[src/rtl/cdq_pkg.sv]
`timescale 1ns / 1ps
`default_nettype none
// ----------------------------------------------------------------------------
// cdq_pkg: shared types and constants for the circular deque
// Depth, field widths, operation and status codes, and the cell control code.
// ----------------------------------------------------------------------------
package cdq_pkg;

   localparam int DEPTH  = 8;
   localparam int DATA_W = 32;
   localparam int OCC_W  = 4;
   localparam int CNT_W  = $clog2(DEPTH + 1);

   typedef logic signed [DATA_W-1:0] data_type;
   typedef logic [CNT_W-1:0]         count_type;
   typedef logic [OCC_W-1:0]         occ_type;

   // requested operation
   typedef enum logic [1:0] {
      KIND_PUSH_BACK  = 2'd0,
      KIND_PUSH_FRONT = 2'd1,
      KIND_POP_BACK   = 2'd2,
      KIND_POP_FRONT  = 2'd3
   } kind_type;

   // transaction outcome
   typedef enum logic [1:0] {
      STATUS_DONE  = 2'd0,
      STATUS_FULL  = 2'd1,
      STATUS_EMPTY = 2'd2
   } status_type;

   // what one cell takes in at the next edge
   typedef enum logic [1:0] {
      CELL_HOLD       = 2'd0,
      CELL_LOAD       = 2'd1,
      CELL_FROM_LEFT  = 2'd2,
      CELL_FROM_RIGHT = 2'd3
   } cell_op_type;

   // per-cell control bundle
   typedef struct packed {
      cell_op_type op;
      logic        is_back;
   } cell_ctrl_type;

   // report the count modulo 2**OCC_W
   function automatic occ_type occ_of(input count_type count);
      logic [CNT_W+OCC_W-1:0] ext;
      ext = {{OCC_W{1'b0}}, count};
      return ext[OCC_W-1:0];
   endfunction

endpackage
`default_nettype wire

[src/rtl/circular_deque.sv]
`timescale 1ns / 1ps
`default_nettype none
// ----------------------------------------------------------------------------
// circular_deque: double-ended queue in a chain of storage cells
// A result appears in the cycle after its transaction is accepted.
// Throughput: one transaction per cycle; busy stays low, since every
//   operation is one broadcast shift or load across the cell chain.
// Results cannot be stalled: each sits on the rsp_ ports for one cycle.
// Reset clears the entry count and the result strobe; cell data stays as is.
// ----------------------------------------------------------------------------
module circular_deque (
   input  wire                     clock,
   input  wire                     reset,
   input  wire                     start,
   output logic                    busy,
   input  wire  [1:0]              req_kind,
   input  wire  signed [31:0]      req_value,
   output logic                    rsp_strobe,
   output logic signed [31:0]      rsp_popped,
   output logic [1:0]              rsp_status,
   output logic [3:0]              rsp_occupancy
);
   import cdq_pkg::*;

   count_type     count_ff;
   count_type     count_in;
   logic          rsp_strobe_ff;
   data_type      popped_ff;
   data_type      popped_in;
   status_type    status_ff;
   status_type    status_in;
   occ_type       occ_ff;

   kind_type      kind;
   logic          is_push;
   logic          is_empty;
   logic          is_full;
   logic          accept;
   logic          push_ok;
   logic          pop_ok;
   data_type      back_value;

   cell_ctrl_type ctrl  [DEPTH];
   data_type      value [DEPTH];
   data_type      tap   [DEPTH];

   assign kind     = kind_type'(req_kind);
   assign is_push  = (kind == KIND_PUSH_BACK) || (kind == KIND_PUSH_FRONT);
   assign is_empty = (count_ff == '0);
   assign is_full  = (count_ff == count_type'(DEPTH));
   assign accept   = start && !busy;
   assign push_ok  = accept && is_push && !is_full;
   assign pop_ok   = accept && !is_push && !is_empty;

   // drive per-cell control
   always_comb begin
      for (int i = 0; i < DEPTH; i++) begin
         ctrl[i].is_back = (count_ff == count_type'(i + 1));
         ctrl[i].op      = CELL_HOLD;
         if (push_ok && kind == KIND_PUSH_BACK) begin
            if (count_ff == count_type'(i)) begin
               ctrl[i].op = CELL_LOAD;
            end
         end else if (push_ok && kind == KIND_PUSH_FRONT) begin
            ctrl[i].op = (i == 0) ? CELL_LOAD : CELL_FROM_LEFT;
         end else if (pop_ok && kind == KIND_POP_FRONT) begin
            ctrl[i].op = CELL_FROM_RIGHT;
         end
      end
   end

   // build the cell chain
   for (genvar g = 0; g < DEPTH; g++) begin : g_cell
      data_type left_v;
      data_type right_v;
      if (g == 0) begin : g_first
         assign left_v = req_value;
      end else begin : g_mid_l
         assign left_v = value[g-1];
      end
      if (g == DEPTH - 1) begin : g_last
         assign right_v = value[g];
      end else begin : g_mid_r
         assign right_v = value[g+1];
      end
      cdq_cell u_cell (
         .clock       (clock),
         .ctrl        (ctrl[g]),
         .new_value   (req_value),
         .left_value  (left_v),
         .right_value (right_v),
         .value       (value[g]),
         .back_tap    (tap[g])
      );
   end

   // merge the back taps; only the back cell drives a nonzero tap
   always_comb begin
      back_value = '0;
      for (int i = 0; i < DEPTH; i++) begin
         back_value = back_value | tap[i];
      end
   end

   // compute outcome and next count
   always_comb begin
      count_in  = count_ff;
      popped_in = '0;
      status_in = STATUS_DONE;
      if (accept) begin
         if (is_push) begin
            if (is_full) begin
               status_in = STATUS_FULL;
            end else begin
               count_in = count_ff + count_type'(1);
            end
         end else begin
            if (is_empty) begin
               status_in = STATUS_EMPTY;
            end else begin
               count_in  = count_ff - count_type'(1);
               popped_in = (kind == KIND_POP_FRONT) ? value[0] : back_value;
            end
         end
      end
   end

   // advance count and result strobe
   always_ff @(posedge clock) begin
      if (reset) begin
         count_ff      <= '0;
         rsp_strobe_ff <= 1'b0;
      end else begin
         count_ff      <= count_in;
         rsp_strobe_ff <= accept;
      end
   end

   // hold result payload
   always_ff @(posedge clock) begin
      popped_ff <= popped_in;
      status_ff <= status_in;
      occ_ff    <= occ_of(count_in);
   end

   assign busy          = 1'b0;
   assign rsp_strobe    = rsp_strobe_ff;
   assign rsp_popped    = popped_ff;
   assign rsp_status    = status_ff;
   assign rsp_occupancy = occ_ff;

`ifndef SYNTHESIS
   a_count_range: assert property (@(posedge clock) disable iff (reset)
      count_ff <= count_type'(DEPTH))
      else $error("entry count above depth");

   a_result_follows: assert property (@(posedge clock) disable iff (reset)
      (start && !busy) |=> rsp_strobe)
      else $error("accepted transaction without result");

   a_full_refusal: assert property (@(posedge clock) disable iff (reset)
      (rsp_strobe && rsp_status == STATUS_FULL) |->
         (count_ff == count_type'(DEPTH) && rsp_popped == '0))
      else $error("full refusal while not full");

   a_empty_refusal: assert property (@(posedge clock) disable iff (reset)
      (rsp_strobe && rsp_status == STATUS_EMPTY) |->
         (count_ff == '0 && rsp_popped == '0))
      else $error("empty refusal while not empty");
`endif

endmodule
`default_nettype wire

[src/rtl/cdq_cell.sv]
`timescale 1ns / 1ps
`default_nettype none
// ----------------------------------------------------------------------------
// cdq_cell: one storage cell of the deque chain
// Holds one entry; loads a new value or takes a neighbor's entry on a shift,
// and drives its entry onto the back tap when it holds the back entry.
// ----------------------------------------------------------------------------
module cdq_cell (
   input  wire                          clock,
   input  wire cdq_pkg::cell_ctrl_type  ctrl,
   input  wire cdq_pkg::data_type       new_value,
   input  wire cdq_pkg::data_type       left_value,
   input  wire cdq_pkg::data_type       right_value,
   output cdq_pkg::data_type            value,
   output cdq_pkg::data_type            back_tap
);
   import cdq_pkg::*;

   data_type value_ff;
   data_type value_in;

   // select the next entry
   always_comb begin
      case (ctrl.op)
         CELL_HOLD:       value_in = value_ff;
         CELL_LOAD:       value_in = new_value;
         CELL_FROM_LEFT:  value_in = left_value;
         CELL_FROM_RIGHT: value_in = right_value;
         default:         value_in = value_ff;
      endcase
   end

   // hold the entry
   always_ff @(posedge clock) begin
      value_ff <= value_in;
   end

   assign value    = value_ff;
   assign back_tap = ctrl.is_back ? value_ff : '0;

endmodule
`default_nettype wire

[config.mk]
export PLATFORM = sky130hd
export DESIGN_NAME = circular_deque
export DESIGN_NICKNAME = d
export VERILOG_FILES = /design/src/rtl/cdq_pkg.sv /design/src/rtl/circular_deque.sv /design/src/rtl/cdq_cell.sv
export SDC_FILE = /design/constraint.sdc
export NUM_CORES = 1
export LEC_CHECK = 0
export BUFFER_PORTS_ARGS = -buffer_cell sky130_fd_sc_hd__buf_4
export CAP_MARGIN = 0
export CORE_ASPECT_RATIO = 1.5
export CORE_MARGIN = 2
export CORE_UTILIZATION = 49
export DETAILED_ROUTE_END_ITERATION = 8
export PLACE_DENSITY = 0.71
export SLEW_MARGIN = 20
export SYNTH_ARGS = -nofsm -noshare
export SYNTH_HDL_FRONTEND = slang
export SYNTH_SLANG_ARGS = --single-unit
[constraint.sdc]
create_clock -name clock -period 5.83 [get_ports clock]
set_clock_uncertainty 0.2 [all_clocks]
set_input_delay 0.2915 -clock clock [delete_from_list [all_inputs] [get_ports clock]]
set_output_delay 0.2915 -clock clock [all_outputs]
set_load 0.01 [all_outputs]
Word level (Yosys, flattened, before mapping)
Cells that the tools add are included.

word-level totals
  logic and storage cells = 124
  bits in read-only memories = 0
  input port bits = 37
  register bits = 299
  bits in latches = 0
  bits in writable memories = 0
  memories = 0
  output and inout bits = 40

cells by class
  shift-type cells = 0
  add/sub/neg operators = 2
  bitwise operators = 8
  $lt $le $gt $ge = 0
  reduce and logical (&&, ||, !) cells = 24
  equality and inequality tests = 34
  divide/modulo/power cells = 0
  multipliers = 0
  mux-type cells = 43

operators by type and width
  operator               number
  $pmux W32 S3           6
  $mux W32               9
  $or A32 B32 Y32        7
  $pmux W32 S2           2
  $eq A2 B2 Y1 const B   17
  $mux W2                13
  $eq A2 B1 Y1 const B   9
  $logic_not A2 Y1       9
  $eq A4 B3 Y1 const B   4
  $mux W4                4
  $mux W1                9
  $eq A4 B2 Y1 const B   2
  $logic_and A1 B1 Y1    7
  $add A4 B1 Y4 const B  1
  $eq A4 B1 Y1 const B   1
  $eq A4 B4 Y1 const B   1
  $logic_not A4 Y1       1
  $reduce_or A2 Y1       2
  $sub A4 B1 Y4 const B  1
  $logic_not A1 Y1       3
  $reduce_or A3 Y1       1
  $logic_or A1 B1 Y1     1
  $not A1 Y1             1

Logic depth before layout (Yosys ltp)
  depth in word-level cells = 12
  mapped depth = 14
  gate-level depth less buffers = 8

By module
Synthesis repeated with hierarchy kept, for this count alone.

second synthesis, totals
  cell total of the unflattened synthesis = 1,697
  area total of the unflattened synthesis = 17,369.2 sq um

modules (own cells, without submodules)
  module          cells an instance  times used  sequential area each (sq um)  area each (sq um)
  cdq_cell        175                8           960.9                         1,884.3
  circular_deque  297                1           860.8                         2,294.7

Worst setup path before layout
Ideal clock, no wire load.

  path type = register -> register
  start point = register count_ff[1]
  end point = register g_cell[0].u_cell.value_ff[0], enable pin
  period minus slack after synthesis = 4,642 ps
  data required time = 5,160 ps
  stages on the path, launching flop included = 9
  arrival = 3,972 ps
  library setup time = 470 ps
  path buffers = 4
  path slack = 1,188 ps
  path through = dfxtp_1 > inv_1 > ha_1 > buf_2 > and3b_1 > buf_2 > clkbuf_1 > buf_2 > a211oi_1

between the ends
  word-level cells in the longest chain between the ends = 8
  elaborated cells between the ends (all ways) = 14
  those cells by class = eq/ne (1); mux (4); reduce/logical (9)

ends and longest elaborated chain
  element                 line                                        RTL
  start, declared         circular_deque.sv:25                        count_type count_ff;
  start signal, assigned  circular_deque.sv:134                       count_ff <= count_in;
  $logic_not A4 Y1        circular_deque.sv:49, circular_deque.sv:61
  $logic_not A1 Y1        circular_deque.sv:53                        assign pop_ok = accept && !is_push && !is_empty;
  $logic_and A1 B1 Y1     circular_deque.sv:53
  $logic_and A1 B1 Y1     circular_deque.sv:66                        end else if (pop_ok && kind == KIND_POP_FRONT) begin
  $mux W2                 circular_deque.sv:66
  $mux W2                 circular_deque.sv:64                        end else if (push_ok && kind == KIND_PUSH_FRONT) begin
  $mux W2 *               circular_deque.sv:60                        if (push_ok && kind == KIND_PUSH_BACK) begin
  $logic_not A2 Y1 *      cdq_cell.sv:24                              case (ctrl.op)
  end signal, assigned    cdq_cell.sv:35                              value_ff <= value_in;
  end, declared           cdq_cell.sv:19                              data_type value_ff;

Mark *: on every way between the ends. The rest lies on a longest branch, timed or not.
A chain may end at the register's enable or synchronous reset.

Worst setup path in the final report
  start point = register count_ff[1]
  end point = register g_cell[7].u_cell.value_ff[25], data pin

between the ends
  word-level cells in the longest chain between the ends = 9
  elaborated cells between the ends (all ways) = 17
  those cells by class = eq/ne (4); mux (5); reduce/logical (8)

ends and longest elaborated chain
  element                                              line                  RTL
  $logic_not A4 Y1                                     circular_deque.sv:49  assign is_empty = (count_ff == '0);
  $logic_not A1 Y1                                     circular_deque.sv:53
  $logic_and A1 B1 Y1                                  circular_deque.sv:53
  $logic_and A1 B1 Y1                                  circular_deque.sv:66
  $mux W2                                              circular_deque.sv:66
  $mux W2                                              circular_deque.sv:64
  $mux W2 *                                            circular_deque.sv:60
  $eq A2 B2 Y1 / $eq A2 B1 Y1 (equally long branches)  cdq_cell.sv:24
  $pmux W32 S2 *                                       cdq_cell.sv:24
  net g_cell[7].u_cell.value_in[25]                    cdq_cell.sv:20        data_type value_in;
  end signal, assigned                                 cdq_cell.sv:35
  end, declared                                        cdq_cell.sv:19

Mark *: on every way through the listed nets, which the timed path passes. The rest lies on a longest branch.

==> results.yml <==
yosys:
  synth_cells: 1226
  synth_fp_nets: 1269
  avgSynthCellArea_sq_um: 12.7
  synth-seq-cells: 299
  synth_area_sq_um: 15500
  synth_cell_type_count: 51
  yosysWarningCount: 0
  synth_edf_count: 256
  async_flop_share_pct: 0
  synth_flop_cell: "edfxtp_1"
  yosysSeqAreaShare_pct: 55.0
sta:
  rsz0062_at_grt: "no"
  finalMaxSlewViolations: 0
  worst_pin_slew_ns: 1.08
  slew_headroom_pct: 27.9
  fin_crit_ns: 4.07
  finalHoldViolations: 0
  fin_ws_ns: 1.76
  timing.fmax_ghz: 0.246
  setup_tns_ns: 0
  setup_violations: 0
  finalCritPeriodShare_pct: 69.8
critical_path:
  r2r_start: "count_ff[1]$_SDFF_PP0_"
  r2r_end: "g_cell[7].u_cell.value[25]$_DFFE_PN_"
  cp_max_fo: 89
  crit_start: "count_ff[1]$_SDFF_PP0_"
  crit_type: "flop to flop"
  cp-start-kind: "flop"
  crit_arrival_ns: 4.18
  critPathCaptureType: "flop"
  cp.required_ns: 5.94
  rr_worst_depth: 8
  r2r_setup_slack_ns: 1.76
pwr:
  powerDensity_nw_per_um2: 352
  p_sw_mw: 1.82
  seqPwrFrac_pct: 44.7
  peakVddDrop_mv: 0.246
  pwr-share-clk_pct: 33.3
  comb_power_share_pct: 22.0
  fin_total_pwr_mw: 6.22
  p_int_mw: 4.40
  leakagePower_nw: 6.19
  sw_frac_of_total_pct: 29.3
global_routing:
  grt_max_degree: 194
  grtUsageTotal_pct: 27.1
  grt_pass1_wl_um: 70300
  grt_pass1_vias: 11761
  antenna_found_initial: 0
  grt_overflow: 0
clock_tree:
  cts.sinks: 299
  tritoncts: "built"
  insertion_delay_ns: 0.57
  root_buffer: "clkbuf_16"
  ctsResizeCount: 0
  cts_buffers: 30
  clk_pin_slew_ns: 0.06
  cts_hold_buf: 35
  clock_path_buffers: 3
  post_cts_buffers: 0
  cts-htree-levels: 1
placed_design:
  dp_cells: 1562
  gp_congestion: 0.831
  port_buffers: 75
  hpwl_um: 24700
  place_ws_ns: 1.50
floorplan:
  initial_utilization_pct: 49.9
  coreArea_sq_um: 31100
  die_w_um: 149
  rows: 79
  die_h_um: 222
  ios: 77
  dieArea_sq_um: 33200
run_status:
  status: "completed"
worst_hold_path:
  hp-start: "req_kind[0]"
  hold_class: "input pin to flop"
  hold_end: "g_cell[5].u_cell.value[3]$_DFFE_PP_"
  hold-path-cell-count: 2
detailed_routing:
  drt_wl_total_um: 46400
  wl_per_cell_um: 28.1
  drc: 0
  drt_iter0_drc: 1711
  firstDrtPassIters: 7
  vias_per_cell: 7.27
  dr_total_vias: 12018
  ant_nets: 0
cells_and_area:
  fin_util_pct: 56.9
  area_growth_pct: 13.9
  layout-drive-gt1-share_pct: 19.6
  fin_nets: 1267
  final-instance-count-excl-fill: 1653
  diodes: 0
  final_common_cell: "a22o_1"
  most-common-layout-cells: "a22o_1, edfxtp_1, buf_4, mux2_2, dfxtp_1"
job:
  drv_cap: 0
==> power groups by stage <==
| stage | clock [mW] | combinational [mW] | sequential [mW] |
|---|---|---|---|
| 5_1_grt | 2.17 | 1.44 | 2.80 |
| 3_5_place_dp | 0 | 1.32 | 2.82 |
| 4_1_cts | 2.09 | 1.34 | 2.78 |
| 3_3_place_gp | 0 | 1.29 | 2.82 |
| 2_1_floorplan | 0 | 0.921 | 2.78 |
| 6_report | 2.07 | 1.37 | 2.78 |
==> cell usage after synthesis, drive strengths merged, types with 8 or more instances <==
cell / count / area share, %
nor2: 18 / 0.47
dfxtp: 43 / 5.5
a222oi: 20 / 1.3
a211oi: 12 / 0.61
a21oi: 9 / 0.29
mux2i: 12 / 0.77
nand2: 44 / 1.1
a22o: 414 / 23
buf: 111 / 3.3
edfxtp: 256 / 49
o2bb2ai: 11 / 0.62
clkbuf: 60 / 1.4
a22oi: 12 / 0.58
a221oi: 20 / 1.1
o32ai: 8 / 0.45
o21ai: 21 / 0.68
nor2b: 9 / 0.36
a21boi: 8 / 0.39
mux2: 64 / 4.6
==> cells by family (layout without fill, tap and decap cells) <==
kind of cell	count (synthesis)	count (layout)	share of synthesized area (%)
adders and majority gates	6	6	0.483
and+or+nand+nor	101	101	3.24
DFF	299	299	55.0
AOI/OAI and AO/OA	564	564	30.9
buffers and inverters	177	199	4.87
other	1	1	0.0241
xor gates and xnor gates	2	2	0.113
muxes	76	76	5.41
==> metrics by stage <==
step	hold slack, ns	area (sq um)
floorplan	0.161	15500
global placement	0.275	16200
detailed placement	0.281	16300
CTS	0.231	17700
global route	0.246	17700
finish	0.220	17700
==> area by class of cell <==
cell class / count / area, sq um
fillers: 2556 / 13400
flip-flops and latches: 299 / 8550
multi-input cells: 750 / 6370
repair buffers: 137 / 1180
clock buffers: 42 / 941
well taps: 405 / 507
clock inverters: 14 / 131
inverters: 6 / 22.5
==> state kept, by name, indices dropped and copies added, names as in the netlist <==
register	cells
g_cell.u_cell.value	256
rsp_popped	32
count_ff	4
rsp_occupancy	4
rsp_status	2
rsp_strobe	1
==> worst max path at each step <==
stage | endpoint | slack (ns) | depth (start not counted)
2_1_floorplan | g_cell[0].u_cell.value[0]$_DFFE_PP_ | 1.19 | 8
3_3_place_gp | g_cell[2].u_cell.value[11]$_DFFE_PP_ | 1.42 | 7
3_5_place_dp | g_cell[6].u_cell.value[15]$_DFFE_PP_ | 1.50 | 8
4_1_cts | g_cell[6].u_cell.value[2]$_DFFE_PP_ | 1.47 | 8
5_1_grt | g_cell[6].u_cell.value[16]$_DFFE_PP_ | 1.54 | 8
6_report | g_cell[7].u_cell.value[25]$_DFFE_PN_ | 1.76 | 8
==> per-layer routing <==
metal	vias to the layer above	wire length (um)	track usage [%]
li1	5069	-	-
met1	6007	17800	35.9
met2	804	22700	44.7
met3	138	4030	3.42
met4	0	1780	11.5
met5	-	0	0
==> worst max-delay path: stages, from the launching register on <==
cell	delay, ns
dfxtp_1	0.45
inv_1	0.16
ha_4	0.40
and3b_1	0.32
o22ai_2	0.28
nand2_8	0.41
inv_1	0.17
ha_2	0.92
mux2_2	0.43
Note: power is estimated with default switching activity, not from simulation.
